===== config.mk =====
export PLATFORM = sky130hd
export DESIGN_NAME = mhtq_ram
export DESIGN_NICKNAME = d
export VERILOG_FILES = /design/src/rtl/mhtq_ram.sv
export SDC_FILE = /design/constraint.sdc
export NUM_CORES = 1
export LEC_CHECK = 0
export ABC_CLOCK_PERIOD_IN_PS = 2600
export CORE_UTILIZATION = 45
export CTS_CLUSTER_DIAMETER = 40
export DETAILED_ROUTE_END_ITERATION = 7
export DONT_BUFFER_PORTS = 1
export MAX_ROUTING_LAYER = met4
export PLACE_DENSITY_LB_ADDON = 0.3
export SETUP_SLACK_MARGIN = 0.02
export SYNTH_ARGS = -nofsm -noshare
export SYNTH_HDL_FRONTEND = slang
export SYNTH_SLANG_ARGS = --single-unit

===== constraint.sdc =====
create_clock -name clk -period 2.6 [get_ports clk]
set_input_delay 0.26 -clock clk [delete_from_list [all_inputs] [get_ports clk]]
set_output_delay 0.26 -clock clk [all_outputs]
set_load 0.03 [all_outputs]

===== src/rtl/mhtq_ram.sv =====
// Generic single-write, single-read RAM with registered read data.
// No dependencies.
module mhtq_ram #(
  parameter int WIDTH = 8,
  parameter int DEPTH = 2,
  localparam int AW = (DEPTH > 1) ? $clog2(DEPTH) : 1
) (
  input  logic             clk,
  input  logic             we,
  input  logic [AW-1:0]    waddr,
  input  logic [WIDTH-1:0] wdata,
  input  logic [AW-1:0]    raddr,
  output logic [WIDTH-1:0] rdata
);

  logic [WIDTH-1:0] mem [DEPTH];

  always_ff @(posedge clk) begin
    if (we) begin
      mem[waddr] <= wdata;
    end
    rdata <= mem[raddr];
  end

endmodule


# After elaboration in Yosys (flattened, before gate mapping)
# Memories as Yosys holds them, arrays and structs flattened. A register that Yosys moved wholly into a read port is not among the register bits.
# Cells that the tools add are included.
[op_classes]
muxes = 2
[op_table]
columns = ["cell", "count"]
rows = [
  ["$mux W1", 2],
]
[totals]
regBits = 0
mem_bits_rw = 16
in_bits = 12
output_inout_bits = 8
wordCells = 3
memories = 1
[mem_list]
columns = ["memory", "depth", "width", "read_ports", "rd_ports_with_merged_regs", "wr", "line_no", "rtl"]
rows = [
  ["mem", 2, 8, 1, 1, 1, "16", "logic [WIDTH-1:0] mem [DEPTH];"],
]

# Longest topological paths before layout
[depth]
ltp_word = 2
mapped_depth = 2
mapped_depth_nobuf = 1

# Worst setup path after synthesis
# No wires, ideal clock.
[synth_path]
path_type = "in2reg"
from = "in we"
to = "mem mem[0][0] (enable)"
setup_time_ns = 0.373
arrival_time_ns = 0.680
setup_slack_ns = 1.547
stages = 1
path_cell_list = "nor2b_1"
[synth_between]
elab_chain_len = 2
[synth_rtl]
columns = ["element", "line_no", "rtl"]
rows = [
  ["from (decl)", "9", "input logic we,"],
  ["$mux W1", "19", "if (we) begin"],
  ["$mux W1 (implied by the code)", "20", "mem[waddr] <= wdata;"],
  ["to (decl)", "16", ""],
]
# Every way passes these cells.

# Worst setup path after layout
[layout_path]
from = "reg rdata[4] (read register of mem)"
to = "out rdata[4]"
[layout_lines]
columns = ["element", "line_no", "rtl"]
rows = [
  ["from (decl)", "13", "output logic [WIDTH-1:0] rdata"],
]
# No word-level cell between the ends.

==> metrics.json <==
{
  "run_status": "finished, violations left",
  "failed_checks": "DRC",
  "row_cnt": 14,
  "grt_start_max_net_pins": 14,
  "netlist_instances": 35,
  "timing.setup.critical_path_class": "flop to output port",
  "tritoncts": "built",
  "global_route.usage.total_pct": 9.963,
  "power.static_leakage_nw": 0.3036,
  "pre_cts_ws_ns": 1.394,
  "whs_ns": 0.04810,
  "r2r_setup_slack_ns": 1.84,
  "yosysWarnings": 0,
  "final_number_of_max_transition_violations": 0,
  "fin_tns_setup_ns": 0,
  "cp-start-kind": "flop",
  "fmax_mhz": 929.1,
  "cts_setup_buffers": 0,
  "power.internal_mw": 0.5104,
  "timing.max_slew.rel_slack_pct": 53.55,
  "ctsLongestPathBuffers": 2,
  "total_power_mw": 0.6431,
  "htreeDepth": 1,
  "power.share.clock_pct": 23.4,
  "drcViolationCount": 2,
  "cts.clk_slew.worst_paths_ns": 0.12,
  "final_area_um2": 819.5,
  "die_w_um": 43.76,
  "floorplan.core_area_um2": 1559,
  "endpoint_kind": "output port",
  "worst_slew_pin_slew_ns": 0.6953,
  "vdd_ir_drop_max_uv": 503.7,
  "sequential_to_total_area_share_from_yosys_stat_pct": 81.66,
  "power-per-cell-area_nw_per_um2": 784.7,
  "final_core_util_pct": 52.57,
  "cts_num_sinks": 24,
  "grt_pass1_wl_mm": 1.283,
  "timing.clock.skew_ns": 0.009002,
  "cell_area_placed_um2": 793.3,
  "critPathMaxFanout": 1,
  "floorplan.initialDensity_pct": 50.32,
  "part_of_the_total_power_dissipated_in_sequential_elements_pct": 72.9,
  "sequential_cell_area_um2": 640.6,
  "p_switching_mw": 0.1327,
  "layout_min_cycle_time_ns": 1.076,
  "post-route-worst-setup-slack_ns": 1.524,
  "die_footprint_um2": 1915,
  "placement.io_buffers": 0,
  "layout.cells.non_filler": 54,
  "hold_viol_final": 0,
  "antenna_cells": 0,
  "tritoncts_buffer_count": 3,
  "final_cycle_utilization_of_the_critical_path_pct": 41.40,
  "cts-hold-fix-buffers": 0,
  "die_height_um": 43.76,
  "multi_input_area_um2": 132.6,
  "avgViaCountPerCell": 5.167,
  "via_count": 279,
  "holdCritPathClass": "input pin to flop",
  "worst-endpoint-arrival_ns": 0.82,
  "area_growth_pct": 4.466,
  "ys_seq_elements": 24,
  "switching_share_pct": 20.63,
  "residual_antenna_violating_net_count_after_detailed_routing": 0,
  "synth_fp_nets": 47,
  "nets": 51,
  "clockRootBuffer": "clkbuf_4",
  "synth.cell_area_um2": 784.5,
  "drt_pass1_iterations": 5,
  "routed_wl_um": 818,
  "io_pins": 20,
  "postSynthAreaPerCell_um2": 22.41,
  "report.final.setup_viol": 0,
  "rsz0062_at_grt": "false",
  "gr_overflow_total": 0,
  "data_required_time_at_the_worst_endpoint_ns": 2.34,
  "placed_cells_incl_taps": 50,
  "wl_per_cell_um": 15.15,
  "detail_route.iter0.violations": 2,
  "yosysUniqueCellTypes": 6,
  "combPwrFrac_pct": 3.7,
  "place.gp.congestion": 0.5975,
  "cap_viol_max_count": 0,
  "fillers": 119,
  "resize_count_post_cts": 0,
  "number_of_antenna_violations_at_the_first_check_in_global_routing": 0,
  "clock_latency_ns": 0.30,
  "first_global_vias": 277,
  "layout-drive-gt1-share_pct": 28.95
}
[metal layers]
| layer | GRT usage (%) | share of wire, % | up-vias |
|---|---|---|---|
| li1 | - | - | 135 |
| met1 | 13.18 | 37 | 129 |
| met2 | 14.63 | 51 | 15 |
| met3 | 2.917 | 11 | 0 |
| met4 | 3.750 | 0 | 0 |
| met5 | - | 0 | - |
[final cells by class]
type,count,area share (%)
clock inverters,1,0.4580
flip-flops and latches,24,78.17
clock buffers,3,2.748
well taps,16,2.443
multi-input cells,10,16.18
[kinds of logic after synthesis]
group | count (synthesis) | synth area share, %
muxes | 8 | 15.31
DFF | 24 | 81.66
and+or+nand+nor | 2 | 1.596
buffers and inverters | 1 | 1.435
[worst paths after layout]
path	from	cells past startpoint	endpoint
setup / recovery	rdata[4]$_DFF_P_	0	rdata[4]
hold / removal	wdata[4]	0	mem[1][4]$_DFFE_PP_
setup reg to reg	mem[0][7]$_DFFE_PP_	1	rdata[7]$_DFF_P_
hold reg to reg	mem[0][2]$_DFFE_PP_	1	rdata[2]$_DFF_P_
[state kept, by name (all words and copies together), names as in the netlist]
| name | count |
|---|---|
| rdata | 8 |
| mem | 16 |
[cells in the mapped netlist]
| cell type | instances | share of area [%] |
|---|---|---|
| edfxtp_1 | 16 | 61 |
| dfxtp_1 | 8 | 20 |
| mux2_4 | 8 | 15 |
| and2_1 | 1 | 0.80 |
| buf_6 | 1 | 1.4 |
| nor2b_1 | 1 | 0.80 |
[power groups by stage]
stage	registers, mW	clock network [mW]	logic, mW
floorplan	0.475	0	0.0263
CTS	0.470	0.156	0.0245
global route	0.471	0.176	0.0262
detailed placement	0.479	0	0.0245
finish	0.469	0.150	0.0240
global placement	0.477	0	0.0238
[layout by cell type (no fill, tap or decap)]
cell type	netlist	final
mux2_4	8	8
clkbuf_4	0	3
dfxtp_1	8	8
nor2b_1	1	1
and2_1	1	1
edfxtp_1	16	16
clkinv_1	0	1
Note: power is estimated with default switching activity, not from simulation.
