[src/rtl/mhtq_pkg.sv]
// Shared types, sizes and codes for the min-heap timer queue.
// Used by the level cell, controller, top level and testbench; no dependencies.
package mhtq_pkg;

  localparam int CAPACITY   = 64;
  localparam int ID_COUNT   = 256;
  localparam int TIME_BITS  = 32;
  localparam int ID_BITS    = 8;
  localparam int CMD_BITS   = 2;
  localparam int CNT_W      = $clog2(CAPACITY + 1);
  localparam int NODE_W     = CNT_W;
  localparam int NUM_LEVELS = $clog2(CAPACITY + 1);
  localparam int LVL_W      = $clog2(NUM_LEVELS);
  localparam int FLAG_AW    = $clog2(ID_COUNT);

  localparam logic [CMD_BITS-1:0] CMD_ADD    = CMD_BITS'(0);
  localparam logic [CMD_BITS-1:0] CMD_CANCEL = CMD_BITS'(1);
  localparam logic [CMD_BITS-1:0] CMD_TICK   = CMD_BITS'(2);

  typedef enum logic {
    OP_INS,
    OP_SIFT
  } op_t;

  typedef enum logic [2:0] {
    S_IDLE,
    S_ACK,
    S_WAIT,
    S_TCHK,
    S_FETCH,
    S_INJ,
    S_POP,
    S_CLR
  } state_t;

  typedef struct packed {
    logic [TIME_BITS-1:0] expiry;
    logic [ID_BITS-1:0]   ident;
  } entry_t;

  // Work item walking down the level chain.
  // Insert: m is the path node at this level, mfin the new leaf, sh levels left.
  // Sift: m is the hole one level up, n the number of entries held.
  typedef struct packed {
    logic              valid;
    op_t               op;
    logic              started;
    logic [LVL_W-1:0]  sh;
    logic [NODE_W-1:0] m;
    logic [NODE_W-1:0] mfin;
    logic [CNT_W-1:0]  n;
    entry_t            e;
  } tok_t;

  typedef struct packed {
    logic              en;
    logic              side;
    logic [NODE_W-1:0] pair;
    entry_t            node;
  } wreq_t;

  typedef struct packed {
    logic [NODE_W-1:0] raddr;
    wreq_t             wr;
  } ramreq_t;

  function automatic logic [LVL_W-1:0] lvl_of(input logic [NODE_W-1:0] m);
    logic [LVL_W-1:0] l;
    l = '0;
    for (int i = 0; i < NODE_W; i++) begin
      if (m[i]) begin
        l = LVL_W'(i);
      end
    end
    return l;
  endfunction

endpackage

[src/rtl/mhtq_ram.sv]
// Generic single-write, single-read RAM with registered read data.
// No dependencies.
module mhtq_ram #(
  parameter int WIDTH = 8,
  parameter int DEPTH = 2,
  localparam int AW = (DEPTH > 1) ? $clog2(DEPTH) : 1
) (
  input  logic             clk,
  input  logic             we,
  input  logic [AW-1:0]    waddr,
  input  logic [WIDTH-1:0] wdata,
  input  logic [AW-1:0]    raddr,
  output logic [WIDTH-1:0] rdata
);

  logic [WIDTH-1:0] mem [DEPTH];

  always_ff @(posedge clk) begin
    if (we) begin
      mem[waddr] <= wdata;
    end
    rdata <= mem[raddr];
  end

endmodule

[src/rtl/mhtq_ctrl.sv]
// Command sequencer: count, root copy, cancel flag RAM, result register.
// Drives insert and sift work into the level chain. Uses mhtq_pkg and mhtq_ram.
module mhtq_ctrl
  import mhtq_pkg::*;
(
  input  logic                 clk,
  input  logic                 rst_n,
  input  logic                 start,
  output logic                 busy,
  input  logic [CMD_BITS-1:0]  in_cmd,
  input  logic [ID_BITS-1:0]   in_timer_id,
  input  logic [TIME_BITS-1:0] in_delay,
  input  logic [TIME_BITS-1:0] in_now,
  output logic                 out_valid,
  output logic                 out_kind,
  output logic [ID_BITS-1:0]   out_expired_id,
  output logic                 out_fired,
  output logic                 out_status,
  output logic [CNT_W-1:0]     out_entry_count,
  output logic [TIME_BITS-1:0] out_earliest_expiry,
  output logic                 out_last,
  output tok_t                 ins_tok,
  output tok_t                 sift_tok,
  output logic [NODE_W-1:0]    probe_m,
  input  entry_t               probe_node,
  input  logic                 done,
  input  wreq_t                root_wr
);

  state_t               state_r;
  state_t               state_nxt;
  logic [CMD_BITS-1:0]  cmd_r;
  logic [TIME_BITS-1:0] now_r;
  logic                 full_r;
  logic [CNT_W-1:0]     count_r;
  entry_t               root_r;
  logic [ID_BITS-1:0]   pid_r;
  logic                 fired_r;
  logic [FLAG_AW-1:0]   clr_r;

  logic                 accept;
  logic                 full_now;
  logic                 in_id_ok;
  logic                 pid_ok;
  logic                 due;
  logic [TIME_BITS:0]   sum;
  logic [TIME_BITS-1:0] add_exp;
  logic [NODE_W-1:0]    mfin;

  logic                 flag_we;
  logic [FLAG_AW-1:0]   flag_waddr;
  logic                 flag_wdata;
  logic [FLAG_AW-1:0]   flag_raddr;
  logic                 flag_rd;

  logic                 emit;
  logic                 emit_kind;
  logic [ID_BITS-1:0]   emit_id;
  logic                 emit_fired;
  logic                 emit_status;
  logic [TIME_BITS-1:0] emit_earliest;
  logic                 emit_last;

  logic                 out_valid_r;
  logic                 out_kind_r;
  logic [ID_BITS-1:0]   out_id_r;
  logic                 out_fired_r;
  logic                 out_status_r;
  logic [CNT_W-1:0]     out_count_r;
  logic [TIME_BITS-1:0] out_earliest_r;
  logic                 out_last_r;

  assign busy     = (state_r != S_IDLE);
  assign accept   = start && (state_r == S_IDLE);
  assign full_now = (count_r == CNT_W'(CAPACITY));
  assign in_id_ok = (32'(in_timer_id) < ID_COUNT);
  assign pid_ok   = (32'(root_r.ident) < ID_COUNT);
  assign due      = (count_r != '0) && (root_r.expiry <= now_r);
  assign sum      = {1'b0, in_now} + {1'b0, in_delay};
  assign add_exp  = sum[TIME_BITS] ? '1 : sum[TIME_BITS-1:0];
  assign mfin     = NODE_W'(count_r) + NODE_W'(1);
  assign probe_m  = NODE_W'(count_r) + NODE_W'(1);

  assign flag_we    = (state_r == S_CLR) ||
                      (accept && in_id_ok &&
                       ((in_cmd == CMD_CANCEL) || ((in_cmd == CMD_ADD) && !full_now)));
  assign flag_waddr = (state_r == S_CLR) ? clr_r : FLAG_AW'(in_timer_id);
  assign flag_wdata = (state_r != S_CLR) && (in_cmd == CMD_CANCEL);
  assign flag_raddr = FLAG_AW'(root_r.ident);

  mhtq_ram #(
    .WIDTH (1),
    .DEPTH (ID_COUNT)
  ) u_flags (
    .clk   (clk),
    .we    (flag_we),
    .waddr (flag_waddr),
    .wdata (flag_wdata),
    .raddr (flag_raddr),
    .rdata (flag_rd)
  );

  always_comb begin
    state_nxt = state_r;
    case (state_r)
      S_CLR: begin
        if (clr_r == FLAG_AW'(ID_COUNT - 1)) begin
          state_nxt = S_IDLE;
        end
      end
      S_IDLE: begin
        if (accept) begin
          case (in_cmd)
            CMD_ADD:    state_nxt = full_now ? S_ACK : S_WAIT;
            CMD_CANCEL: state_nxt = S_ACK;
            CMD_TICK:   state_nxt = S_TCHK;
            default:    state_nxt = S_ACK;
          endcase
        end
      end
      S_ACK:   state_nxt = S_IDLE;
      S_WAIT: begin
        if (done) begin
          state_nxt = (cmd_r == CMD_TICK) ? S_POP : S_ACK;
        end
      end
      S_TCHK: begin
        if (!due) begin
          state_nxt = S_ACK;
        end else if (count_r == CNT_W'(1)) begin
          state_nxt = S_POP;
        end else begin
          state_nxt = S_FETCH;
        end
      end
      S_FETCH: state_nxt = S_INJ;
      S_INJ:   state_nxt = S_WAIT;
      S_POP:   state_nxt = due ? S_TCHK : S_IDLE;
      default: state_nxt = S_IDLE;
    endcase
  end

  always_comb begin
    emit          = 1'b0;
    emit_kind     = 1'b0;
    emit_id       = '0;
    emit_fired    = 1'b0;
    emit_status   = 1'b0;
    emit_last     = 1'b0;
    emit_earliest = (count_r != '0) ? root_r.expiry : '0;
    ins_tok       = '0;
    sift_tok      = '0;
    case (state_r)
      S_IDLE: begin
        if (accept && (in_cmd == CMD_ADD) && !full_now) begin
          ins_tok.valid    = 1'b1;
          ins_tok.op       = OP_INS;
          ins_tok.sh       = lvl_of(mfin);
          ins_tok.m        = NODE_W'(1);
          ins_tok.mfin     = mfin;
          ins_tok.n        = count_r;
          ins_tok.e.expiry = add_exp;
          ins_tok.e.ident  = in_timer_id;
        end
      end
      S_ACK: begin
        emit        = 1'b1;
        emit_status = full_r;
        emit_last   = 1'b1;
      end
      S_INJ: begin
        sift_tok.valid = 1'b1;
        sift_tok.op    = OP_SIFT;
        sift_tok.m     = NODE_W'(1);
        sift_tok.mfin  = NODE_W'(1);
        sift_tok.n     = count_r;
        sift_tok.e     = probe_node;
      end
      S_POP: begin
        emit       = 1'b1;
        emit_kind  = 1'b1;
        emit_id    = pid_r;
        emit_fired = fired_r;
        emit_last  = !due;
      end
      default: ;
    endcase
  end

  always_ff @(posedge clk) begin
    if (!rst_n) begin
      state_r     <= S_CLR;
      clr_r       <= '0;
      count_r     <= '0;
      out_valid_r <= 1'b0;
    end else begin
      state_r     <= state_nxt;
      out_valid_r <= emit;
      if (state_r == S_CLR) begin
        clr_r <= clr_r + FLAG_AW'(1);
      end
      if (accept && (in_cmd == CMD_ADD) && !full_now) begin
        count_r <= count_r + CNT_W'(1);
      end else if ((state_r == S_TCHK) && due) begin
        count_r <= count_r - CNT_W'(1);
      end
    end
  end

  always_ff @(posedge clk) begin
    if (accept) begin
      cmd_r  <= in_cmd;
      now_r  <= in_now;
      full_r <= (in_cmd == CMD_ADD) && full_now;
    end
    if (root_wr.en && root_wr.side) begin
      root_r <= root_wr.node;
    end
    if (state_r == S_TCHK) begin
      pid_r   <= root_r.ident;
      fired_r <= !(pid_ok && flag_rd);
    end
    out_kind_r     <= emit_kind;
    out_id_r       <= emit_id;
    out_fired_r    <= emit_fired;
    out_status_r   <= emit_status;
    out_count_r    <= count_r;
    out_earliest_r <= emit_earliest;
    out_last_r     <= emit_last;
  end

  assign out_valid           = out_valid_r;
  assign out_kind            = out_kind_r;
  assign out_expired_id      = out_id_r;
  assign out_fired           = out_fired_r;
  assign out_status          = out_status_r;
  assign out_entry_count     = out_count_r;
  assign out_earliest_expiry = out_earliest_r;
  assign out_last            = out_last_r;

endmodule

[config.mk]
export PLATFORM = sky130hd
export DESIGN_NAME = mhtq_ctrl
export DESIGN_NICKNAME = d
export VERILOG_FILES = /design/src/rtl/mhtq_pkg.sv /design/src/rtl/mhtq_ram.sv /design/src/rtl/mhtq_ctrl.sv
export SDC_FILE = /design/constraint.sdc
export NUM_CORES = 1
export LEC_CHECK = 0
export BUFFER_PORTS_ARGS = -buffer_cell sky130_fd_sc_hd__buf_2
export CAP_MARGIN = 20
export CORE_UTILIZATION = 38
export CTS_CLUSTER_DIAMETER = 100
export CTS_CLUSTER_SIZE = 40
export DETAILED_ROUTE_END_ITERATION = 6
export PLACE_DENSITY = 0.69
export SYNTH_ARGS = -nofsm -noshare
export SYNTH_HDL_FRONTEND = slang
export SYNTH_HIERARCHICAL = 1
export SYNTH_SLANG_ARGS = --single-unit
[constraint.sdc]
create_clock -name clk -period 19.3 [get_ports clk]
set_clock_uncertainty 0.2 [all_clocks]
set_input_delay 0.965 -clock clk [delete_from_list [all_inputs] [get_ports clk]]
set_output_delay 0.965 -clock clk [all_outputs]
set_load 0.1 [all_outputs]
Yosys cells after proc, flatten, opt, wreduce, memory -nomap -nowiden:

Memory sizes are Yosys's and may differ from the RTL's. A register that Yosys moved wholly into a read port is not among the register bits.
Index checks and enable logic that the tools add are counted.
Widths: inputs -> output; s select.

* bits in registers: 154
* memory bits (writable): 256
* input bits: 167
* output and inout port bits: 194
* memories: 1

* add/subtract/negate cells: 4
* $lt $le $gt $ge: 1
* equality and inequality tests: 17
* mux-type cells: 31
* reduce and logical (&&, ||, !) cells: 22

Memory list
* u_flags.mem: depth 256, width 1, rd ports 1, clocked after Yosys merged registers in 1, write ports 1, RTL line mhtq_ram.sv:16 `logic [WIDTH-1:0] mem [DEPTH];`

Operators by type and width (number)
* $mux 64: 2
* $mux 55: 1
* $add 32x32->33: 1
* $le 32x32->1: 1
* $mux 32: 1
* $mux 3: 10
* $pmux 3 s8: 1
* $mux 7: 2
* $eq 3x3->1 const B: 4
* $mux 2: 6
* $logic_and 1x1->1: 10
* $add 8x1->8 const B: 1
* $eq 8x8->1 const B: 1
* $mux 8: 1
* $add 7x1->7 const B: 1
* $eq 7x1->1 const B: 1
* $eq 7x7->1 const B: 1
* $reduce_bool 7->1: 1
* $sub 7x1->7 const B: 1
* $eq 3x2->1 const B: 2
* $mux 1: 5
* $eq 2x2->1 const B: 2
* $ne 2x2->1 const B: 2
* $pmux 2 s2: 1
* 13 further kinds: 16

Depth between registers and ports, before layout:

Gate-level depths: netlist (run 1).

* depth in word-level cells: 9
* gate-level depth with buffers: 11

Cells and area by module:

The synthesis (run 1) kept the hierarchy.

Modules (own cells, without submodules)
* mhtq_ram: instances 1, cells each 788, area each 11128.2 um^2
* mhtq_ctrl: instances 1, cells each 871, area each 8619.5 um^2

Worst setup path before layout (run 1):

OpenSTA, ideal clock, no wires.

* path type: in2reg
* start: in in_cmd[1]
* end: mem u_flags.mem[0], data pin
* arrival time: 11.269 ns
* required time: 16.873 ns
* path slack: 5.603 ns
* stages on the path: 1
* path buffers: 0
* cell sequence: nor3b_1

* cells in the longest elaborated chain, start to end: 2

RTL lines
* start: declaration: RTL line mhtq_ctrl.sv:10 `input logic [CMD_BITS-1:0] in_cmd,`
* $eq 2x1->1: RTL line mhtq_ctrl.sv:88 `assign flag_wdata = (state_r != S_CLR) && (in_cmd == CMD_CANCEL);`
* $logic_and 1x1->1: RTL line mhtq_ctrl.sv:88
* end: declaration: RTL line mhtq_ram.sv:16

Every way passes these cells.

==> results of run 1 <==
critical path: cells and delay by family:
family,cells,cell delay (ns)
xor gates and xnor gates,1,0.16
and+or+nand+nor,1,0.21
AOI/OAI and AO/OA,6,1.79
adders and majority gates,2,0.69
buffers and inverters,2,0.58
worst min path at each step:
stage	to	slack, ns	depth (start not counted)
after floorplan	out_entry_count[3]	0.13	0
after global placement	fired_r	0.23	1
after detailed placement	out_expired_id[1]	0.23	1
after CTS	out_expired_id[1]	0.26	1
after global routing	out_fired	0.27	1
final	out_expired_id[1]	0.25	1
final cells by class:
class | instances | area [µm²] | area share, %
Antenna cell | 3 | 7.51 | 0.0335
Multi-Input combinational cell | 1101 | 7390 | 33.0
Sequential cell | 411 | 11600 | 51.9
Inverter | 55 | 206 | 0.921
Clock inverter | 7 | 123 | 0.547
Tap cell | 680 | 851 | 3.80
Clock buffer | 21 | 440 | 1.96
Timing Repair Buffer | 341 | 1770 | 7.89
cells in the mapped netlist, types with 6 or more instances:
master    number  area [µm²]
edfxtp_1     340       10200
nor2_1       313        1170
and2_1       108         676
nand2_1       79         297
dfxtp_1       71        1420
ha_1          68         851
clkbuf_1      61         229
a21oi_1       58         290
mux2i_1       55         551
inv_1         53         199
mux4_2        42         946
buf_4         33         248
nand3_1       30         150
o21ai_0       30         150
a21o_1        28         210
o22ai_1       27         169
xnor2_1       22         193
nand4_1       16         100
nor3_1        15        75.1
nor2b_1       13        81.3
xor2_1        13         114
a31oi_1       12        75.1
nor4_1        12        75.1
and3_1        10        62.6
a22oi_1        8        60.1
buf_2          8        40.0
buf_6          8        90.1
nand2b_1       8        50.1
a21boi_0       7        52.6
a22o_1         7        61.3
o21a_1         7        52.6
a211oi_1       6        45.0
o211ai_1       6        45.0
placed cells by master, fill, tap and decap left out, types with 13 or more instances in the layout:
master / n
nand2_1: 79
nand4_1: 16
nor2b_1: 13
nor3_1: 14
clkbuf_16: 17
a21o_1: 28
mux2i_1: 55
a21oi_1: 58
mux4_2: 42
ha_1: 68
xor2_1: 13
o21ai_0: 30
conb_1: 24
edfxtp_1: 340
inv_1: 53
o22ai_1: 27
buf_2: 329
and2_1: 107
nor2_1: 313
dfxtp_1: 71
xnor2_1: 22
nand3_1: 29
metrics by stage:
stage,utilization [%],hold WS [ns]
finish,43.7,0.254
global placement,42.5,0.226
floorplan,-,0.129
global route,43.7,0.268
detailed placement,42.5,0.226
CTS,43.6,0.257
cell families (layout without fill, tap and decap cells):
kind of cell | after synthesis | after routing
AND/OR/NAND/NOR | 630 | 630
adder cells (fa/ha/maj) | 69 | 69
buffers and inverters | 170 | 424
XOR/XNOR | 35 | 35
flip-flops | 411 | 411
AO/OA/AOI/OAI | 245 | 245
multiplexers | 98 | 98
other | 1 | 27
state kept, by name, indices dropped and copies added (netlist names):
name	count
u_flags/mem	256
now_r	32
out_earliest_expiry	32
root_r	32
clr_r	8
flag_raddr	8
out_expired_id	8
pid_r	8
count_r	7
out_entry_count	7
state_r	3
cmd_r	2
fired_r	1
full_r	1
out_fired	1
out_kind	1
out_last	1
out_status	1
out_valid	1
u_flags/rdata	1
where the power goes:
group / switching, mW / total [mW] / internal [mW]
clock network: 0.288 / 0.465 / 0.177
logic: 0.111 / 0.176 / 0.0649
registers: 0.00642 / 0.963 / 0.957
total: 0.405 / 1.60 / 1.20
layer usage:
metal	track usage, %	vias up	share of wire, %
met5	0	-	0
met1	25.8	6929	42
met3	2.31	59	6.9
met2	32.3	552	49
li1	-	6462	-
met4	4.33	0	2.0
==> results.sh, run 1 <==
export IMPL_rrSetupSlack_ns=15.14
export IMPL_arrival_ns=4.41
export IMPL_relSlewSlack_pct=22.6
export IMPL_tightest_slew_ns=1.16
export IMPL_ys_warnings_count=6
export IMPL_vdd_drop_max_mv=0.0719
export IMPL_postCtsSetupRepairBufs=0
export IMPL_die_area_um2=52900
export IMPL_htreeDepth=1
export IMPL_leakage_nw=8.96
export IMPL_synth_xor_area_share_pct=1.55
export IMPL_setup_ws_ns=13.72
export IMPL_synth_simple_area_share_pct=14.9
export IMPL_drive_gt1_share_pct=22.2
export IMPL_worstReg2RegEnd="u_flags/mem[51]"
export IMPL_ant_nets=0
export IMPL_via_per_inst=5.35
export IMPL_io_buffers=329
export IMPL_grt_pass1_wl_um=78100
export IMPL_post_dp_hpwl_um=35500
export IMPL_grt_ovfl_total=0
export IMPL_yosysUniqueCellTypes=74
export IMPL_cts_hold_buf=0
export IMPL_vias=14000
export IMPL_hold_path_class="flip-flop to flip-flop"
export IMPL_numCtsBuffers=16
export IMPL_dp_cells=2587
export IMPL_grt_pass1_vias=13400
export IMPL_criticalPathCategory="input pin to primary output"
export IMPL_cpMaxStageDelayCell="o311ai_1"
export IMPL_place_gp_congestion=0.916
export IMPL_start_util_pct=38.5
export IMPL_ys_ff_latch=411
export IMPL_ctsResizeCount=0
export IMPL_grt_max_degree=257
export IMPL_cts_tree="done"
export IMPL_crit_required_ns=18.14
export IMPL_cp_cell_sequence="buf_2, ha_1, fa_1, a211oi_1, o211ai_2, and3_1, o21a_1, o311ai_1, o21ai_0, xnor2_1, a21oi_1, buf_2"
export IMPL_drv_cap=0
export IMPL_min_from="pid_r[1]"
export IMPL_drv_slew=0
export IMPL_core_area_um2=51300
export IMPL_root_buffer="clkbuf_16"
export IMPL_grt_total_usage_pct=19.0
export IMPL_clkTransAtPathRegs_ns=0.14
export IMPL_clock_path_buffers=3
export IMPL_rsz0062_at_grt="false"
export IMPL_startpoint_type="input pin"
export IMPL_drc_errors=0
export IMPL_crit_path_end_kind="primary output"
export IMPL_async_reset_ff_share_pct=0
export IMPL_synth_compound_area_share_pct=8.41
export IMPL_clkLatencyLatePin_ns=0.56
export IMPL_design_area_um2=22400
export IMPL_finalSetupTns_ns=0
export IMPL_avgSynthCellArea_um2=11.9
export IMPL_synthAdderAreaFrac_pct=4.41
export IMPL_die_w_um=230
export IMPL_power_mw=1.60
export IMPL_pin_count=361
export IMPL_synth_top_family_by_area="simple AND/OR/NAND/NOR gates"
export IMPL_period_minus_slack_ns=5.58
export IMPL_fmax_mhz=179
export IMPL_antenna_found_initial=3
export IMPL_post_route_period_util_pct=28.9
export IMPL_syn2layout_area_growth_pct=13.5
export IMPL_outcome="complete, no violations"
export IMPL_postPlaceCellArea_um2=21800
export IMPL_synthCells=1659
export IMPL_routed_wl_um=51700
export IMPL_drt_pass1_iterations=6
export IMPL_crit_end="ins_tok[24]"
export IMPL_clock_sinks=411
export IMPL_path_max_fanout=4
export IMPL_startpoint="in_now[0]"
export IMPL_cp_slowest_stage_delay_ns=0.70
export IMPL_nets=2162
export IMPL_rows=83
export IMPL_rr_startpoint="count_r[0]"
export IMPL_fin_cells=2619
export IMPL_pre_cts_ws_ns=13.83
export IMPL_synth_ff_type="edfxtp_1"
export IMPL_wl_per_cell_um=19.7
export IMPL_reg2reg_depth=8
export IMPL_first_iter_violations=1613
export IMPL_netlist_area_um2=19700
export IMPL_synth_mux_area_share_pct=7.63
export IMPL_die_h_um=230
export IMPL_cellPowerDensity_nw_per_um2=71.6
export IMPL_setup_violations=0
export IMPL_hold_viol_final=0
export IMPL_ys_seq_area_share_pct=58.9
export IMPL_fillCellCount=4797
export IMPL_synth_edff_count=340
export IMPL_cpMostUsedCell="buf_2"
No activity file was read; power rests on OpenSTA's default activity.
==> run 2, diff against run 1 <==
==> constraint.sdc (replaced) <==
create_clock -name clk -period 5.4 [get_ports clk]
set_clock_uncertainty 0.2 [all_clocks]
set_input_delay 0.27 -clock clk [delete_from_list [all_inputs] [get_ports clk]]
set_output_delay 0.27 -clock clk [all_outputs]
set_load 0.1 [all_outputs]
==> results.sh, run 2 (same netlist as run 1, synthesis figures left out) <==
export IMPL_clkLatencyLatePin_ns=0.56
export IMPL_syn2layout_area_growth_pct=17.6
export IMPL_cts_hold_buf=77
export IMPL_pin_count=361
export IMPL_numCtsBuffers=16
export IMPL_ctsResizeCount=0
export IMPL_tightest_slew_ns=1.07
export IMPL_die_h_um=230
export IMPL_drive_gt1_share_pct=21.4
export IMPL_period_minus_slack_ns=4.52
export IMPL_rows=83
export IMPL_crit_required_ns=4.93
export IMPL_largest_register_ffs=256
export IMPL_finalSetupTns_ns=0
export IMPL_place_gp_congestion=1.03
export IMPL_nets=2239
export IMPL_fillCellCount=4710
export IMPL_wl_per_cell_um=19.5
export IMPL_clock_path_buffers=3
export IMPL_drt_pass1_iterations=5
export IMPL_outcome="complete, no violations"
export IMPL_post_dp_hpwl_um=36100
export IMPL_core_area_um2=51300
export IMPL_multi_input_area_um2=7390
export IMPL_arrival_ns=4.05
export IMPL_final_common_cell="edfxtp_1"
export IMPL_cts_tree="done"
export IMPL_hold_path_class="input pin to flip-flop"
export IMPL_mostFrequentLayoutCells="340 x edfxtp_1, 329 x buf_2, 313 x nor2_1, 107 x and2_1, 79 x nand2_1"
export IMPL_postCtsSetupRepairBufs=0
export IMPL_leakage_nw=9.28
export IMPL_grt_ovfl_total=0
export IMPL_vdd_drop_max_mv=0.194
export IMPL_grt_max_degree=257
export IMPL_fin_util_pct=45.3
export IMPL_regArea_um2=11600
export IMPL_first_iter_violations=1433
export IMPL_crit_path_end_kind="primary output"
export IMPL_grt_pass1_wl_um=79400
export IMPL_setup_violations=0
export IMPL_top_register="u_flags/mem"
export IMPL_clock_sinks=411
export IMPL_drc_errors=0
export IMPL_vias=14300
export IMPL_via_per_inst=5.32
export IMPL_root_buffer="clkbuf_16"
export IMPL_start_util_pct=38.5
export IMPL_htreeDepth=1
export IMPL_criticalPathCategory="input pin to primary output"
export IMPL_die_area_um2=52900
export IMPL_hold_viol_final=0
export IMPL_routed_wl_um=52600
export IMPL_startpoint_type="input pin"
export IMPL_die_w_um=230
export IMPL_setup_ws_ns=0.877
export IMPL_relSlewSlack_pct=28.5
export IMPL_path_max_fanout=31
export IMPL_drv_slew=0
export IMPL_cellPowerDensity_nw_per_um2=253
export IMPL_drv_cap=0
export IMPL_grt_pass1_vias=14000
export IMPL_antenna_found_initial=2
export IMPL_post_route_period_util_pct=83.8
export IMPL_pre_cts_ws_ns=1.48
export IMPL_ant_nets=0
export IMPL_clkTransAtPathRegs_ns=0.14
export IMPL_grt_total_usage_pct=19.2
export IMPL_rsz0062_at_grt="false"
export IMPL_fmax_mhz=221
export IMPL_io_buffers=329
## run 2: layer usage
metal  track usage, %  wire (µm)  vias up
met5                0          0        -
met4             5.03       1170        0
met3             2.78       3700       79
met2             32.7      25600      542
met1             25.6      22200     7097
li1                 -          -     6621
## run 2: stage by stage
step	power (mW)	cells	hold slack, ns	cell area, µm²
after floorplan	3.96	1682	0.129	19900
after CTS	5.90	2692	0.183	23200
final	5.87	2695	0.180	23200
after global routing	6.05	2695	0.164	23200
after detailed placement	4.14	2587	0.226	21800
after global placement	4.13	2587	0.224	21800
## run 2: layout make-up
cell class              count  share of cell area [%]
flip-flops and latches    411                    50.1
clock buffers              22                    2.05
diodes                      2                  0.0215
inverters                  55                   0.889
clock inverters             6                   0.576
repair buffers            418                    10.9
multi-input cells        1101                    31.8
well taps                 680                    3.66
## run 2: report_power, final
group | total (mW) | switching (mW) | internal [mW]
Sequential | 3.45 | 0.0298 | 3.42
Combinational | 0.674 | 0.405 | 0.269
Clock | 1.74 | 1.03 | 0.718
## run 2: path summary, 6_finish.rpt
path,cells past startpoint,end,start,slack [ns]
worst max register to register,8,u_flags/mem[35],count_r[0],1.47
worst min register to register,1,out_earliest_expiry[10],root_r[18],0.25
worst min-delay path,2,flag_raddr[0],root_wr[47],0.18
worst max-delay path,13,ins_tok[25],in_now[0],0.88
## run 2: worst max-delay path, cell delays in order
cell	delay, ns
dlygate4sd3_1	0.53
buf_2	0.12
ha_1	0.25
fa_1	0.27
a211oi_1	0.12
o211ai_2	0.29
nand4_2	0.22
a211oi_2	0.34
o31a_1	0.22
o22ai_2	0.11
o31a_4	0.52
a31oi_1	0.27
buf_2	0.48
