**src/rtl/mhtq_pkg.sv**
```systemverilog
// Shared types, sizes and codes for the min-heap timer queue.
// Used by the level cell, controller, top level and testbench; no dependencies.
package mhtq_pkg;

  localparam int CAPACITY   = 64;
  localparam int ID_COUNT   = 256;
  localparam int TIME_BITS  = 32;
  localparam int ID_BITS    = 8;
  localparam int CMD_BITS   = 2;
  localparam int CNT_W      = $clog2(CAPACITY + 1);
  localparam int NODE_W     = CNT_W;
  localparam int NUM_LEVELS = $clog2(CAPACITY + 1);
  localparam int LVL_W      = $clog2(NUM_LEVELS);
  localparam int FLAG_AW    = $clog2(ID_COUNT);

  localparam logic [CMD_BITS-1:0] CMD_ADD    = CMD_BITS'(0);
  localparam logic [CMD_BITS-1:0] CMD_CANCEL = CMD_BITS'(1);
  localparam logic [CMD_BITS-1:0] CMD_TICK   = CMD_BITS'(2);

  typedef enum logic {
    OP_INS,
    OP_SIFT
  } op_t;

  typedef enum logic [2:0] {
    S_IDLE,
    S_ACK,
    S_WAIT,
    S_TCHK,
    S_FETCH,
    S_INJ,
    S_POP,
    S_CLR
  } state_t;

  typedef struct packed {
    logic [TIME_BITS-1:0] expiry;
    logic [ID_BITS-1:0]   ident;
  } entry_t;

  // Work item walking down the level chain.
  // Insert: m is the path node at this level, mfin the new leaf, sh levels left.
  // Sift: m is the hole one level up, n the number of entries held.
  typedef struct packed {
    logic              valid;
    op_t               op;
    logic              started;
    logic [LVL_W-1:0]  sh;
    logic [NODE_W-1:0] m;
    logic [NODE_W-1:0] mfin;
    logic [CNT_W-1:0]  n;
    entry_t            e;
  } tok_t;

  typedef struct packed {
    logic              en;
    logic              side;
    logic [NODE_W-1:0] pair;
    entry_t            node;
  } wreq_t;

  typedef struct packed {
    logic [NODE_W-1:0] raddr;
    wreq_t             wr;
  } ramreq_t;

  function automatic logic [LVL_W-1:0] lvl_of(input logic [NODE_W-1:0] m);
    logic [LVL_W-1:0] l;
    l = '0;
    for (int i = 0; i < NODE_W; i++) begin
      if (m[i]) begin
        l = LVL_W'(i);
      end
    end
    return l;
  endfunction

endpackage

```
**src/rtl/mhtq_cell.sv**
```systemverilog
// One heap level: drives the two RAMs (left, right) that hold the level's sibling pairs
// and advances insert and sift-down work one level per cycle. Uses mhtq_pkg.
module mhtq_cell
  import mhtq_pkg::*;
(
  input  logic              clk,
  input  logic              rst_n,
  input  tok_t              tok_in,
  output tok_t              tok_out,
  input  wreq_t             up_in,
  output wreq_t             up_out,
  output ramreq_t           ram,
  input  entry_t            rd_left,
  input  entry_t            rd_right,
  input  logic [NODE_W-1:0] probe_m,
  output entry_t            probe_node,
  output logic              done
);

  tok_t                tok_r;
  logic                tok_vld_r;
  logic                pside_r;
  wreq_t               own_wr;
  entry_t              node_x;
  entry_t              child;
  logic                swap;
  logic                has_l;
  logic                has_r;
  logic                use_r;
  logic [NODE_W+1:0]   ext_m;
  logic [NODE_W+1:0]   ext_n;
  logic [NODE_W-1:0]   c;

  always_ff @(posedge clk) begin
    if (!rst_n) begin
      tok_vld_r <= 1'b0;
    end else begin
      tok_vld_r <= tok_in.valid;
    end
  end

  always_ff @(posedge clk) begin
    tok_r   <= tok_in;
    pside_r <= probe_m[0];
  end

  always_comb begin
    if (tok_in.valid) begin
      ram.raddr = (tok_in.op == OP_INS) ? (tok_in.m >> 1) : tok_in.m;
    end else begin
      ram.raddr = probe_m >> 1;
    end
    ram.wr = own_wr.en ? own_wr : up_in;
  end

  assign probe_node = pside_r ? rd_right : rd_left;

  assign ext_m = (NODE_W + 2)'(tok_r.m);
  assign ext_n = (NODE_W + 2)'(tok_r.n);
  assign has_l = (ext_m << 1) <= ext_n;
  assign has_r = ((ext_m << 1) + (NODE_W + 2)'(1)) <= ext_n;
  assign use_r = has_r && (rd_right.expiry < rd_left.expiry);
  assign child = use_r ? rd_right : rd_left;
  assign c     = NODE_W'((ext_m << 1) + (NODE_W + 2)'(use_r));
  assign node_x = tok_r.m[0] ? rd_right : rd_left;
  assign swap  = tok_r.started || (node_x.expiry > tok_r.e.expiry);

  always_comb begin
    own_wr  = '0;
    up_out  = '0;
    tok_out = '0;
    done    = 1'b0;
    if (tok_vld_r) begin
      case (tok_r.op)
        OP_INS: begin
          if (tok_r.sh == '0) begin
            own_wr.en   = 1'b1;
            own_wr.side = tok_r.m[0];
            own_wr.pair = tok_r.m >> 1;
            own_wr.node = tok_r.e;
            done        = 1'b1;
          end else begin
            if (swap) begin
              own_wr.en   = 1'b1;
              own_wr.side = tok_r.m[0];
              own_wr.pair = tok_r.m >> 1;
              own_wr.node = tok_r.e;
            end
            tok_out.valid   = 1'b1;
            tok_out.op      = OP_INS;
            tok_out.started = swap;
            tok_out.sh      = tok_r.sh - 1'b1;
            tok_out.m       = tok_r.mfin >> (tok_r.sh - 1'b1);
            tok_out.mfin    = tok_r.mfin;
            tok_out.n       = tok_r.n;
            tok_out.e       = swap ? node_x : tok_r.e;
          end
        end
        OP_SIFT: begin
          up_out.en   = 1'b1;
          up_out.side = tok_r.m[0];
          up_out.pair = tok_r.m >> 1;
          if (has_l && (tok_r.e.expiry > child.expiry)) begin
            up_out.node = child;
            if (((NODE_W + 2)'(c) << 1) <= ext_n) begin
              tok_out.valid = 1'b1;
              tok_out.op    = OP_SIFT;
              tok_out.m     = c;
              tok_out.mfin  = tok_r.mfin;
              tok_out.n     = tok_r.n;
              tok_out.e     = tok_r.e;
            end else begin
              own_wr.en   = 1'b1;
              own_wr.side = use_r;
              own_wr.pair = tok_r.m;
              own_wr.node = tok_r.e;
              done        = 1'b1;
            end
          end else begin
            up_out.node = tok_r.e;
            done        = 1'b1;
          end
        end
        default: ;
      endcase
    end
  end

endmodule

```
**config.mk**
```make
export PLATFORM = sky130hd
export DESIGN_NAME = mhtq_cell
export DESIGN_NICKNAME = d
export VERILOG_FILES = /design/src/rtl/mhtq_pkg.sv /design/src/rtl/mhtq_cell.sv
export SDC_FILE = /design/constraint.sdc
export NUM_CORES = 1
export LEC_CHECK = 0
export BUFFER_PORTS_ARGS = -buffer_cell sky130_fd_sc_hd__buf_4
export CORE_AREA = 2 2 162 164
export CTS_BUF_LIST = sky130_fd_sc_hd__clkbuf_8
export CTS_CLUSTER_DIAMETER = 100
export DETAILED_ROUTE_END_ITERATION = 10
export DIE_AREA = 0 0 164 166
export GPL_TIMING_DRIVEN = 0
export HOLD_SLACK_MARGIN = 0.15
export PLACE_DENSITY_LB_ADDON = 0.15
export SLEW_MARGIN = 20
export SYNTH_ARGS = -nofsm -noshare
export SYNTH_HDL_FRONTEND = slang
export SYNTH_SLANG_ARGS = --single-unit
```
**constraint.sdc**
```tcl
create_clock -name clk -period 18.4 [get_ports clk]
set_input_delay 3.68 -clock clk [delete_from_list [all_inputs] [get_ports clk]]
set_output_delay 3.68 -clock clk [all_outputs]
set_load 0.005 [all_outputs]
```
Word level (Yosys, flattened, before mapping)

Index checks and enable logic that the tools add are counted.

Bits of input ports: 205
Output and inout port bits: 213
Bits in registers: 68

Magnitude comparators: 6
Muxes and demuxes: 30
Reduce and logical (&&, ||, !) cells: 4
Add/sub/neg operators: 3
Bitwise operators: 1
Shifts and indexed selects: 1

Operator list:

| kind                  | count |
|---|---|
| $mux W49              | 8 |
| $mux W40              | 5 |
| $mux W67              | 2 |
| $mux W61              | 2 |
| $pmux W61 S2          | 1 |
| $pmux W49 S2          | 1 |
| $gt A32 B32 Y1        | 2 |
| $lt A32 B32 Y1        | 1 |
| $le A8 B7 Y1          | 2 |
| $mux W7               | 2 |
| $add A8 B1 Y9 const B | 1 |
| $le A9 B7 Y1          | 1 |
| $add A7 B1 Y7         | 1 |
| $shr A7 B3 Y7         | 1 |
| $mux W1               | 4 |
| $mux W2               | 2 |
| $mux W4               | 1 |
| $pmux W2 S2           | 1 |
| $logic_not A3 Y1      | 1 |
| $sub A3 B1 Y3 const B | 1 |
| $logic_and A1 B1 Y1   | 2 |
| $pmux W1 S2           | 1 |
| $logic_or A1 B1 Y1    | 1 |
| $not A1 Y1            | 1 |

Depth between registers and ports, before layout

Gate-level depths: netlist (run 1).

Depth after elaboration: 10
Depth in mapped cells: 26

Worst setup path before layout (run 1)

Ideal clock, no wire load.

Kind: input to output
Start: input port rd_left[13] (netlist bit)
End: output port ram[28] (netlist bit)
Path slack: 6603 ps
Arrival time: 8117 ps
Stages: 23
Path buffers: 5
Path through: inv_1 > ha_1 > a21oi_1 > nor2_1 > a2111oi_0 > o21a_1 > o21ai_0 > a211oi_1 > clkbuf_1 > buf_2 > mux2i_1 > ha_1 > a21oi_1 > nand2_1 > a221o_1 > o311a_1 > o211ai_1 > nor2b_1 > clkbuf_1 > o21ai_4 > buf_6 > buf_6 > mux2_1

RTL lines:

| element     | line            | source |
|---|---|---|
| from (decl) | mhtq_cell.sv:13 | `input entry_t rd_left,` |
| to (decl)   | mhtq_cell.sv:12 | `output ramreq_t ram,` |

==> results of run 1 <==
## layout make-up
class	count	area (µm²)
multi-input cells	758	5490
clock inverters	7	81.3
repair buffers	416	3120
inverters	78	293
fillers	2691	14500
clock buffers	9	124
plain buffers	59	269
well taps	335	419
flip-flops and latches	68	1360
## synthesized netlist by cell type, types with 2 or more instances
master and number:
a21oi_1 96, nor2b_1 6, a221oi_1 3, a211oi_1 4, ha_1 110, and3_1 9, a21o_1 14, nor4_1 4
a22o_1 37, mux2_2 50, a221o_1 2, or2_2 3, o21a_1 4, buf_2 8, mux2_1 12, clkbuf_1 42
nand2b_1 2, dfxtp_1 68, o21ai_0 133, and2_1 11, nand2_1 107, inv_1 77, nand4b_1 2, nor2_1 34
o311a_1 3, o211ai_1 5, a2111oi_0 3, nand4_1 19, buf_6 3, and2_0 2, nor3_1 3, buf_1 2
nand3_1 11, buf_4 4, o221ai_1 3, mux2i_1 50
## sequential cells by signal, indices dropped and copies added, names as in the netlist
name       count
pside_r        1
ext_m          7
tok_vld_r      1
tok_r         52
ext_n          7
## metrics by stage
step	cells	power (µW)	hold WS [ns]
global route	1730	583	3.36
detailed placement	1714	406	3.79
finish	1730	549	3.38
floorplan	963	283	3.71
global placement	1714	404	3.78
CTS	1730	555	3.36
## power by group through the flow
stage / logic, µW / clock network, µW / registers (µW)
finish: 238 / 145 / 165
floorplan: 119 / 0 / 164
detailed placement: 238 / 0 / 168
global route: 263 / 154 / 166
CTS: 239 / 151 / 165
global placement: 236 / 0 / 168
## worst max-delay path, cell delays in order
cell,delay [ns]
buf_4,0.08
inv_1,0.06
ha_1,0.30
nand4_1,0.16
or2_2,0.37
nor3_1,0.42
o21ai_0,0.27
o2111ai_1,0.21
a211oi_1,0.08
clkbuf_1,0.28
buf_2,0.33
mux2i_1,0.21
ha_1,0.35
nand4_1,0.21
nor3_1,0.67
nand2_1,0.16
o211ai_1,0.23
o21a_1,0.18
buf_2,0.26
o2111a_1,0.24
buf_2,0.21
o21bai_1,0.42
buf_2,0.43
o2bb2ai_1,0.17
buf_4,0.16
## metal layers
metal	up-vias	wire length [µm]	global-route usage
met5	-	0	0
met4	0	503	0.0526
met3	29	2290	0.0475
met2	315	17000	0.437
met1	4080	15100	0.313
li1	4339	-	-
## kinds of logic (layout without fill, tap and decap cells)
group                    Yosys count  after routing  synth area share
buffers and inverters            137            569            0.0758
multiplexers                     112            112             0.162
adder cells (fa/ha/maj)          110            110             0.186
AND/OR/NAND/NOR                  214            214             0.132
XOR/XNOR                           1              1           0.00118
other                              1              1          0.000506
AO/OA/AOI/OAI                    320            320             0.260
flip-flops                        68             68             0.184
## final timing paths
path / startpoint / to / slack (ns) / cells past startpoint
min: tok_in[15] / tok_r[15]$_DFF_P_ / 3.38 / 1
max: rd_left[39] / tok_out[8] / 4.56 / 25
==> flow_summary_export.csv, run 1 <==
group,metric,value,unit
timing,hold_viol_final,0,
grt,gr-total-overflow,0,
cts,path_clk_slew,0.11,ns
power_and_ir_drop,p_switching,211,µW
die,fp.coreArea,0.0256,mm²
cts,ctsLongestPathBuffers,2,
cts,htreeDepth,3,
synthesis,ys_seq_area_frac,0.184,
synthesis,synthesis.area,0.00742,mm²
synthesis,synth_top_area_share,0.186,
final_layout,diodes,0,
timing,max_freq,0.0723,GHz
route,drc,0,
power_and_ir_drop,ir_drop,0.0000322,V
route,vias,8763,
grt,grt_max_degree,15,
die,die_h,166,µm
die,die_w,164,µm
worst_hold_path,hold_class,"input port to flop",
synthesis,syn-num-nets,1278,
die,ioPinCount,418,
power_and_ir_drop,pwr-share-comb,0.434,
status,status,"completed",
timing,rsz0062_at_grt,"no",
cts,clock_sinks,68,
final_layout,area_growth,50.5,%
cts,cts-root-buf,"clkbuf_8",
timing,finalWorstSetupSlack,4.56,ns
synthesis,avgSynthCellArea,7.70,µm²
cts,cts_resized,0,
synthesis,netlist_instances,963,
critical_path,crit_fanout,10,
timing,setup_viol,0,
final_layout,drive_above_1_share,0.360,
critical_path,start_kind,"input port",
synthesis,ys_ff_latch,68,
grt,grt_antenna_before_repair,0,
cts,cts_setup_buffers,0,
placed_design,routabilityCongestion,0.878,
grt,grtUsageTotal,0.249,
timing,period_share,0.752,
cts,cts_made_buffers,9,
grt,grt_first_pass_wirelength,51.7,mm
route,avgRoutedWirePerCell,20.2,µm
synthesis,synth.area.top_cells,"ha_1, dfxtp_1, o21ai_0",
placed_design,pre_cts_ws,4.63,ns
placed_design,dp_hpwl,28.6,mm
critical_path,endpoint_kind,"output port",
power_and_ir_drop,swShare,0.385,
synthesis,synth_area_leader_cell,"ha_1",
route,drtPass1Iterations,5,
timing,drv_slew,0,
route,antenna_left,0,
timing,period_needed,13.84,ns
final_layout,mostFrequentLayoutCell,"buf_4",
cts,cts_tree,"done",
critical_path,worstPathArrival,10.16,ns
critical_path,crit_type,"input port to output port",
power_and_ir_drop,pwr-share-clk,0.265,
power_and_ir_drop,powerDensity,49.1,mW/mm²
synthesis,ys_types,53,
die,die_area,0.0272,mm²
die,rows,59,
power_and_ir_drop,seqPwrFrac,0.301,
route,drt-vias-per-instance,5.07,
route,first_iter_violations,542,
timing,tns,0,ns
power_and_ir_drop,p_leak,0.00566,µW
cts,cts_hold_buffers,0,
power_and_ir_drop,internal-power,337,µW
synthesis,yosys_warnings,0,
timing,relSlewSlack,0.408,
grt,grt_pass1_vias,8730,
job,max_cap_viol_count,0,
placed_design,postPlaceCellArea,0.0110,mm²
timing,tightestPinTransition,0.888,ns
final_layout,final_cell_mix,"buf_4, o21ai_0, ha_1, nand2_1, a21oi_1",
final_layout,nets,1705,
synthesis,synth_ff_type,"dfxtp_1",
die,initial_core_util,0.290,
placed_design,portBuffers,416,
final_layout,finish.utilization,0.436,
route,wl,34.9,mm
critical_path,crit_required,14.72,ns
synthesis,async_flop_share,0,
synthesis,synth_edf_count,0,
final_layout,fin_area,0.0112,mm²
(Power assumes the default switching activity.)
==> inputs of run 2 (changes only) <==
--- a/config.mk
+++ b/config.mk
@@ -5,6 +5,7 @@
 export SDC_FILE = /design/constraint.sdc
 export NUM_CORES = 1
 export LEC_CHECK = 0
+export ABC_AREA = 1
 export BUFFER_PORTS_ARGS = -buffer_cell sky130_fd_sc_hd__buf_4
 export CORE_AREA = 2 2 162 164
 export CTS_BUF_LIST = sky130_fd_sc_hd__clkbuf_8
==> constraint.sdc (replaced) <==
create_clock -name clk -period 14.4 [get_ports clk]
set_input_delay 2.88 -clock clk [delete_from_list [all_inputs] [get_ports clk]]
set_output_delay 2.88 -clock clk [all_outputs]
set_load 0.005 [all_outputs]
==> run 2 against run 1 <==
Against the previous run: sequential share of layout area fell by 1.2 points; routed wire length rose by 22%; synthesized cell count rose by 54%; clock power rose by 32%; non-clock buffer count rose by 15; sequential power rose by 27%; cell count rose by 30%; die area did not move.
==> flow_summary_export.csv, run 2 <==
group,metric,value,unit
status,status,"completed",
critical_path,cp_slowest_cell,"clkbuf_1",
cts,cts-root-buf,"clkbuf_8",
cts,ctsLongestPathBuffers,2,
die,initial_core_util,0.336,
grt,grt_max_degree,15,
final_layout,largest_reg_flops,52,
die,die_area,0.0272,mm²
worst_hold_path,min_path_cells,1,
timing,drv_slew,0,
synthesis,avgSynthCellArea,5.80,µm²
synthesis,synthXorXnorAreaFrac,0.00102,
die,ioPinCount,418,
timing,relSlewSlack,0.475,
cts,clock_sinks,68,
final_layout,drive_above_1_share,0.249,
critical_path,cpMostUsedCell,"nand2_1",
grt,grt_first_pass_wirelength,63.1,mm
timing,hold_viol_final,0,
placed_design,dp_hpwl,34.3,mm
synthesis,ys_ff_latch,68,
final_layout,nets,2227,
timing,tns,0,ns
synthesis,synth_top_family_by_area,"simple AND/OR/NAND/NOR gates",
synthesis,ys_types,44,
worst_hold_path,holdCritStartpoint,"tok_in[63]",
job,max_cap_viol_count,0,
final_layout,area.sequential,0.00136,mm²
power_and_ir_drop,powerDensity,62.4,mW/mm²
grt,gr-total-overflow,0,
timing,period_needed,10.74,ns
timing,rsz0062_at_grt,"no",
cts,path_clk_slew,0.13,ns
critical_path,endpoint_kind,"output port",
synthesis,synth_edf_count,0,
die,fp.coreArea,0.0256,mm²
cts,cts_hold_buffers,0,
synthesis,syn-num-nets,1800,
critical_path,worstPathArrival,7.86,ns
route,antenna_left,0,
synthesis,synth_ff_type,"dfxtp_1",
cts,cts_resized,0,
synthesis,synth_area_leader_cell,"nand2_1",
grt,grt_pass1_vias,11300,
placed_design,routabilityCongestion,0.906,
synthesis,netlist_instances,1485,
final_layout,fin_area,0.0124,mm²
grt,grt_antenna_before_repair,0,
final_layout,multi_input_area,0.00623,mm²
worst_hold_path,hold_class,"input port to flop",
synthesis,yosys_warnings,0,
synthesis,synth_compound_area_frac,0.182,
synthesis,synthTopCellsByCount,"nand2_1, inv_1, o21ai_0, nor2_1, ha_1",
timing,setup_viol,0,
route,drc,0,
timing,period_share,0.746,
critical_path,start_kind,"input port",
synthesis,async_flop_share,0,
synthesis,synth.area.top_cells,"nand2_1, ha_1, dfxtp_1",
route,first_iter_violations,762,
die,die_w,164,µm
worst_hold_path,holdPathEnd,"tok_r[63]$_DFF_P_",
synthesis,ys_seq_area_frac,0.158,
critical_path,crit_fanout,10,
critical_path,crit_type,"input port to output port",
synthesis,synthMuxAreaShare,0,
synthesis,synthSimpleGateAreaFrac,0.380,
synthesis,synthAdderAreaFrac,0.160,
route,drt-vias-per-instance,5.13,
cts,cts_made_buffers,9,
grt,grtUsageTotal,0.303,
timing,max_freq,0.0931,GHz
power_and_ir_drop,ir_drop,0.0000533,V
critical_path,critPathMaxStageDelay,0.56,ns
placed_design,portBuffers,416,
synthesis,synthesis.area,0.00861,mm²
cts,cts_setup_buffers,0,
synthesis,synth_top_area_share,0.185,
placed_design,postPlaceCellArea,0.0122,mm²
final_layout,top_register,"tok_r",
route,drtPass1Iterations,5,
final_layout,mostFrequentLayoutCell,"nand2_1",
final_layout,nFillCells,2802,
route,vias,11500,
route,avgRoutedWirePerCell,18.9,µm
route,wl,42.6,mm
die,rows,59,
final_layout,area_growth,43.6,%
cts,cts_tree,"done",
power_and_ir_drop,p_leak,0.00692,µW
synthesis,synth_most_common_cell,"nand2_1",
die,die_h,166,µm
timing,tightestPinTransition,0.788,ns
final_layout,final_cell_mix,"nand2_1, buf_4, inv_1, o21ai_0, nor2_1",
critical_path,crit_required,11.52,ns
cts,htreeDepth,3,
[run 2: layout make-up]
type                            count  share of cell area
Antenna cell                        1            0.000202
Buffer                             74              0.0289
Clock buffer                        9              0.0100
Clock inverter                      7             0.00678
Inverter                          175              0.0534
Multi-Input combinational cell   1168               0.504
Sequential cell                    68               0.110
Tap cell                          335              0.0339
Timing Repair Buffer              416               0.253
[run 2: power breakdown]
group / switching (µW) / internal (µW) / total (µW)
logic: 212 / 158 / 370
registers: 11.6 / 198 / 210
clock network: 108 / 83.3 / 191
total: 332 / 440 / 771
[run 2: cell families after synthesis]
family	count (synthesis)
fa+ha+maj	110
simple gates	763
compound gates	293
flops	68
other cells	1
xor+xnor	1
buf+inv	249
[run 2: worst max-delay path, delay by kind of cell]
kind / cells / cell delay [ns]
buffers and inverters: 6 / 1.30
AND/OR/NAND/NOR: 18 / 2.75
adder cells (fa/ha/maj): 2 / 0.57
AO/OA/AOI/OAI: 3 / 0.34
[run 2: worst max path at each step]
stage | start | end | slack, ns | cells after the start
2_1_floorplan | rd_left[33] | tok_out[46] | 5.51 | 25
3_3_place_gp | rd_left[9] | done | 3.67 | 27
3_5_place_dp | rd_left[9] | done | 3.67 | 29
4_1_cts | rd_left[9] | done | 3.63 | 29
5_1_grt | rd_left[9] | done | 3.26 | 29
6_report | rd_left[9] | done | 3.66 | 29
[run 2: metrics by stage]
| stage | hold slack [ns] | setup WS [ns] | total power [µW] | util | std cells |
|---|---|---|---|---|---|
| floorplan | 2.91 | 5.51 | 401 | - | 1485 |
| global placement | 2.98 | 3.67 | 576 | 0.474 | 2236 |
| detailed placement | 2.99 | 3.67 | 580 | 0.474 | 2236 |
| CTS | 2.55 | 3.63 | 774 | 0.483 | 2252 |
| global route | 2.55 | 3.26 | 824 | 0.483 | 2252 |
| finish | 2.56 | 3.66 | 771 | 0.483 | 2253 |
[run 2: layer usage]
metal | wire (µm) | GRT usage | up-vias
met5 | 0 | 0 | -
met4 | 1420 | 0.114 | 0
met3 | 3230 | 0.0480 | 70
met2 | 20700 | 0.532 | 525
met1 | 17300 | 0.370 | 5244
li1 | - | - | 5709
==> inputs of run 3 (changes only) <==
--- a/config.mk
+++ b/config.mk
@@ -7,11 +7,11 @@
 export LEC_CHECK = 0
 export ABC_AREA = 1
 export BUFFER_PORTS_ARGS = -buffer_cell sky130_fd_sc_hd__buf_4
-export CORE_AREA = 2 2 162 164
+export CORE_AREA = 2 2 161 163
 export CTS_BUF_LIST = sky130_fd_sc_hd__clkbuf_8
 export CTS_CLUSTER_DIAMETER = 100
 export DETAILED_ROUTE_END_ITERATION = 10
-export DIE_AREA = 0 0 164 166
+export DIE_AREA = 0 0 163 165
 export GPL_TIMING_DRIVEN = 0
 export HOLD_SLACK_MARGIN = 0.15
 export PLACE_DENSITY_LB_ADDON = 0.15
==> constraint.sdc (replaced) <==
create_clock -name clk -period 9.6 [get_ports clk]
set_input_delay 1.92 -clock clk [delete_from_list [all_inputs] [get_ports clk]]
set_output_delay 1.92 -clock clk [all_outputs]
set_load 0.005 [all_outputs]
==> run 3 against run 2 <==
Against the previous run: clock-buffer cell count stayed put; critical endpoint unchanged; total power increased by 49%; global-route usage barely moved; cell count is 0.27% lower; flip-flop and latch count did not move; routed wire length decreased by 0.68%; largest power group unchanged; sequential share of layout area about the same; sequential power up 50%; clock power up 47%; cell area shrank 0.10%; worst hold slack worse by 0.95 ns.
==> flow_summary_export.csv, run 3 (synthesized netlist as in run 2, its figures left out) <==
group,metric,value,unit
critical_path,start_kind,"input port",
timing,setup_viol,0,
final_layout,mostFrequentLayoutCell,"nand2_1",
die,die_h,165,µm
cts,htreeDepth,3,
timing,tns,0,ns
worst_hold_path,hold_class,"input port to flop",
worst_hold_path,holdPathEnd,"tok_r[38]$_DFF_P_",
placed_design,dp_hpwl,34.3,mm
cts,cts-root-buf,"clkbuf_8",
critical_path,crit_type,"input port to output port",
die,rows,58,
final_layout,nFillCells,2752,
status,status,"completed",
route,drc,0,
timing,finalWorstSetupSlack,0.617,ns
cts,cts_setup_buffers,0,
die,die_w,163,µm
die,ioPinCount,418,
cts,clock_sinks,68,
final_layout,nets,2227,
placed_design,portBuffers,416,
grt,gr-total-overflow,0,
route,antenna_left,0,
final_layout,top_register,"tok_r",
cts,cts_resized,0,
cts,cts_tree,"done",
grt,grtUsageTotal,0.303,
power_and_ir_drop,ir_drop,0.0000584,V
die,die_area,0.0269,mm²
final_layout,largest_reg_flops,52,
grt,grt_antenna_before_repair,0,
critical_path,critPathMaxStageDelay,0.55,ns
die,fp.coreArea,0.0250,mm²
cts,path_clk_slew,0.12,ns
critical_path,endpoint_kind,"output port",
timing,tightestPinTransition,0.811,ns
route,avgRoutedWirePerCell,18.8,µm
die,initial_core_util,0.344,
critical_path,critical_path.top_delay_family,"simple AND/OR/NAND/NOR gates",
timing,period_needed,8.98,ns
critical_path,crit_required,7.68,ns
final_layout,area_growth,43.4,%
cts,cts_hold_buffers,0,
timing,max_freq,0.111,GHz
placed_design,routabilityCongestion,0.931,
critical_path,cp_slowest_cell,"clkbuf_1",
timing,rsz0062_at_grt,"no",
final_layout,drive_above_1_share,0.249,
final_layout,final_cell_mix,"nand2_1, buf_4, inv_1, o21ai_0, nor2_1",
grt,grt_pass1_vias,11100,
critical_path,cpMostUsedCell,"nand2_1",
worst_hold_path,min_path_cells,1,
timing,drv_slew,0,
critical_path,worstPathArrival,7.06,ns
route,wl,42.3,mm
grt,grt_max_degree,15,
route,first_iter_violations,680,
route,drt-vias-per-instance,5.14,
timing,relSlewSlack,0.460,
final_layout,multi_input_area,0.00623,mm²
power_and_ir_drop,powerDensity,93.1,mW/mm²
timing,hold_viol_final,0,
cts,cts_made_buffers,9,
critical_path,crit_fanout,10,
route,vias,11600,
placed_design,pre_cts_ws,0.602,ns
timing,period_share,0.936,
worst_hold_path,holdCritStartpoint,"tok_in[38]",
cts,ctsLongestPathBuffers,2,
route,drtPass1Iterations,6,
final_layout,area.sequential,0.00136,mm²
job,max_cap_viol_count,0,
critical_path,critical_path_buf_inv_count,6,
final_layout,diodes,0,
power_and_ir_drop,p_leak,0.00691,µW
grt,grt_first_pass_wirelength,61.5,mm
## run 3: cell types whose count changed in the layout (fill, tap and decap cells not counted)
cell | previous run | this run
inv_6 | 2 | 4
clkinvlp_4 | 1 | 2
inv_8 | 1 | 0
clkinv_4 | 2 | 0
diode_2 | 1 | 0
## run 3: stage by stage
step	std cells	instance area (µm²)	util	hold slack (ns)	total power [µW]
CTS	2247	12400	0.493	1.60	1150
global placement	2231	12100	0.485	2.02	863
finish	2247	12400	0.493	1.60	1150
detailed placement	2231	12100	0.485	2.03	870
global route	2247	12400	0.493	1.60	1230
floorplan	1485	8610	-	1.95	601
## run 3: where the power goes
part / total, µW / internal, µW / switching [µW]
Combinational: 554 / 238 / 316
Sequential: 315 / 297 / 17.1
Clock: 281 / 124 / 157
## run 3: per-layer routing
layer,track usage,routed length [µm],up-vias
met5,0,0,-
met4,0.134,1730,0
met3,0.0520,3360,79
met2,0.534,20300,532
met1,0.361,17000,5229
li1,-,-,5711
## run 3: layout make-up
class | instances | area share
sequential | 68 | 0.110
tap | 330 | 0.0334
buffer | 74 | 0.0290
clock inverter | 7 | 0.00648
timing repair buffer | 416 | 0.253
inverter | 175 | 0.0535
clock buffer | 9 | 0.0100
multi-input combinational | 1168 | 0.505
## run 3: worst max path at each step
stage | slack (ns) | to | cells past startpoint | start
finish | 0.62 | done | 26 | rd_left[23]
global route | 0.21 | done | 27 | rd_left[9]
CTS | 0.58 | done | 26 | rd_left[23]
detailed placement | 0.60 | done | 26 | rd_left[23]
global placement | 0.61 | done | 27 | rd_left[9]
floorplan | 2.63 | tok_out[46] | 25 | rd_left[33]
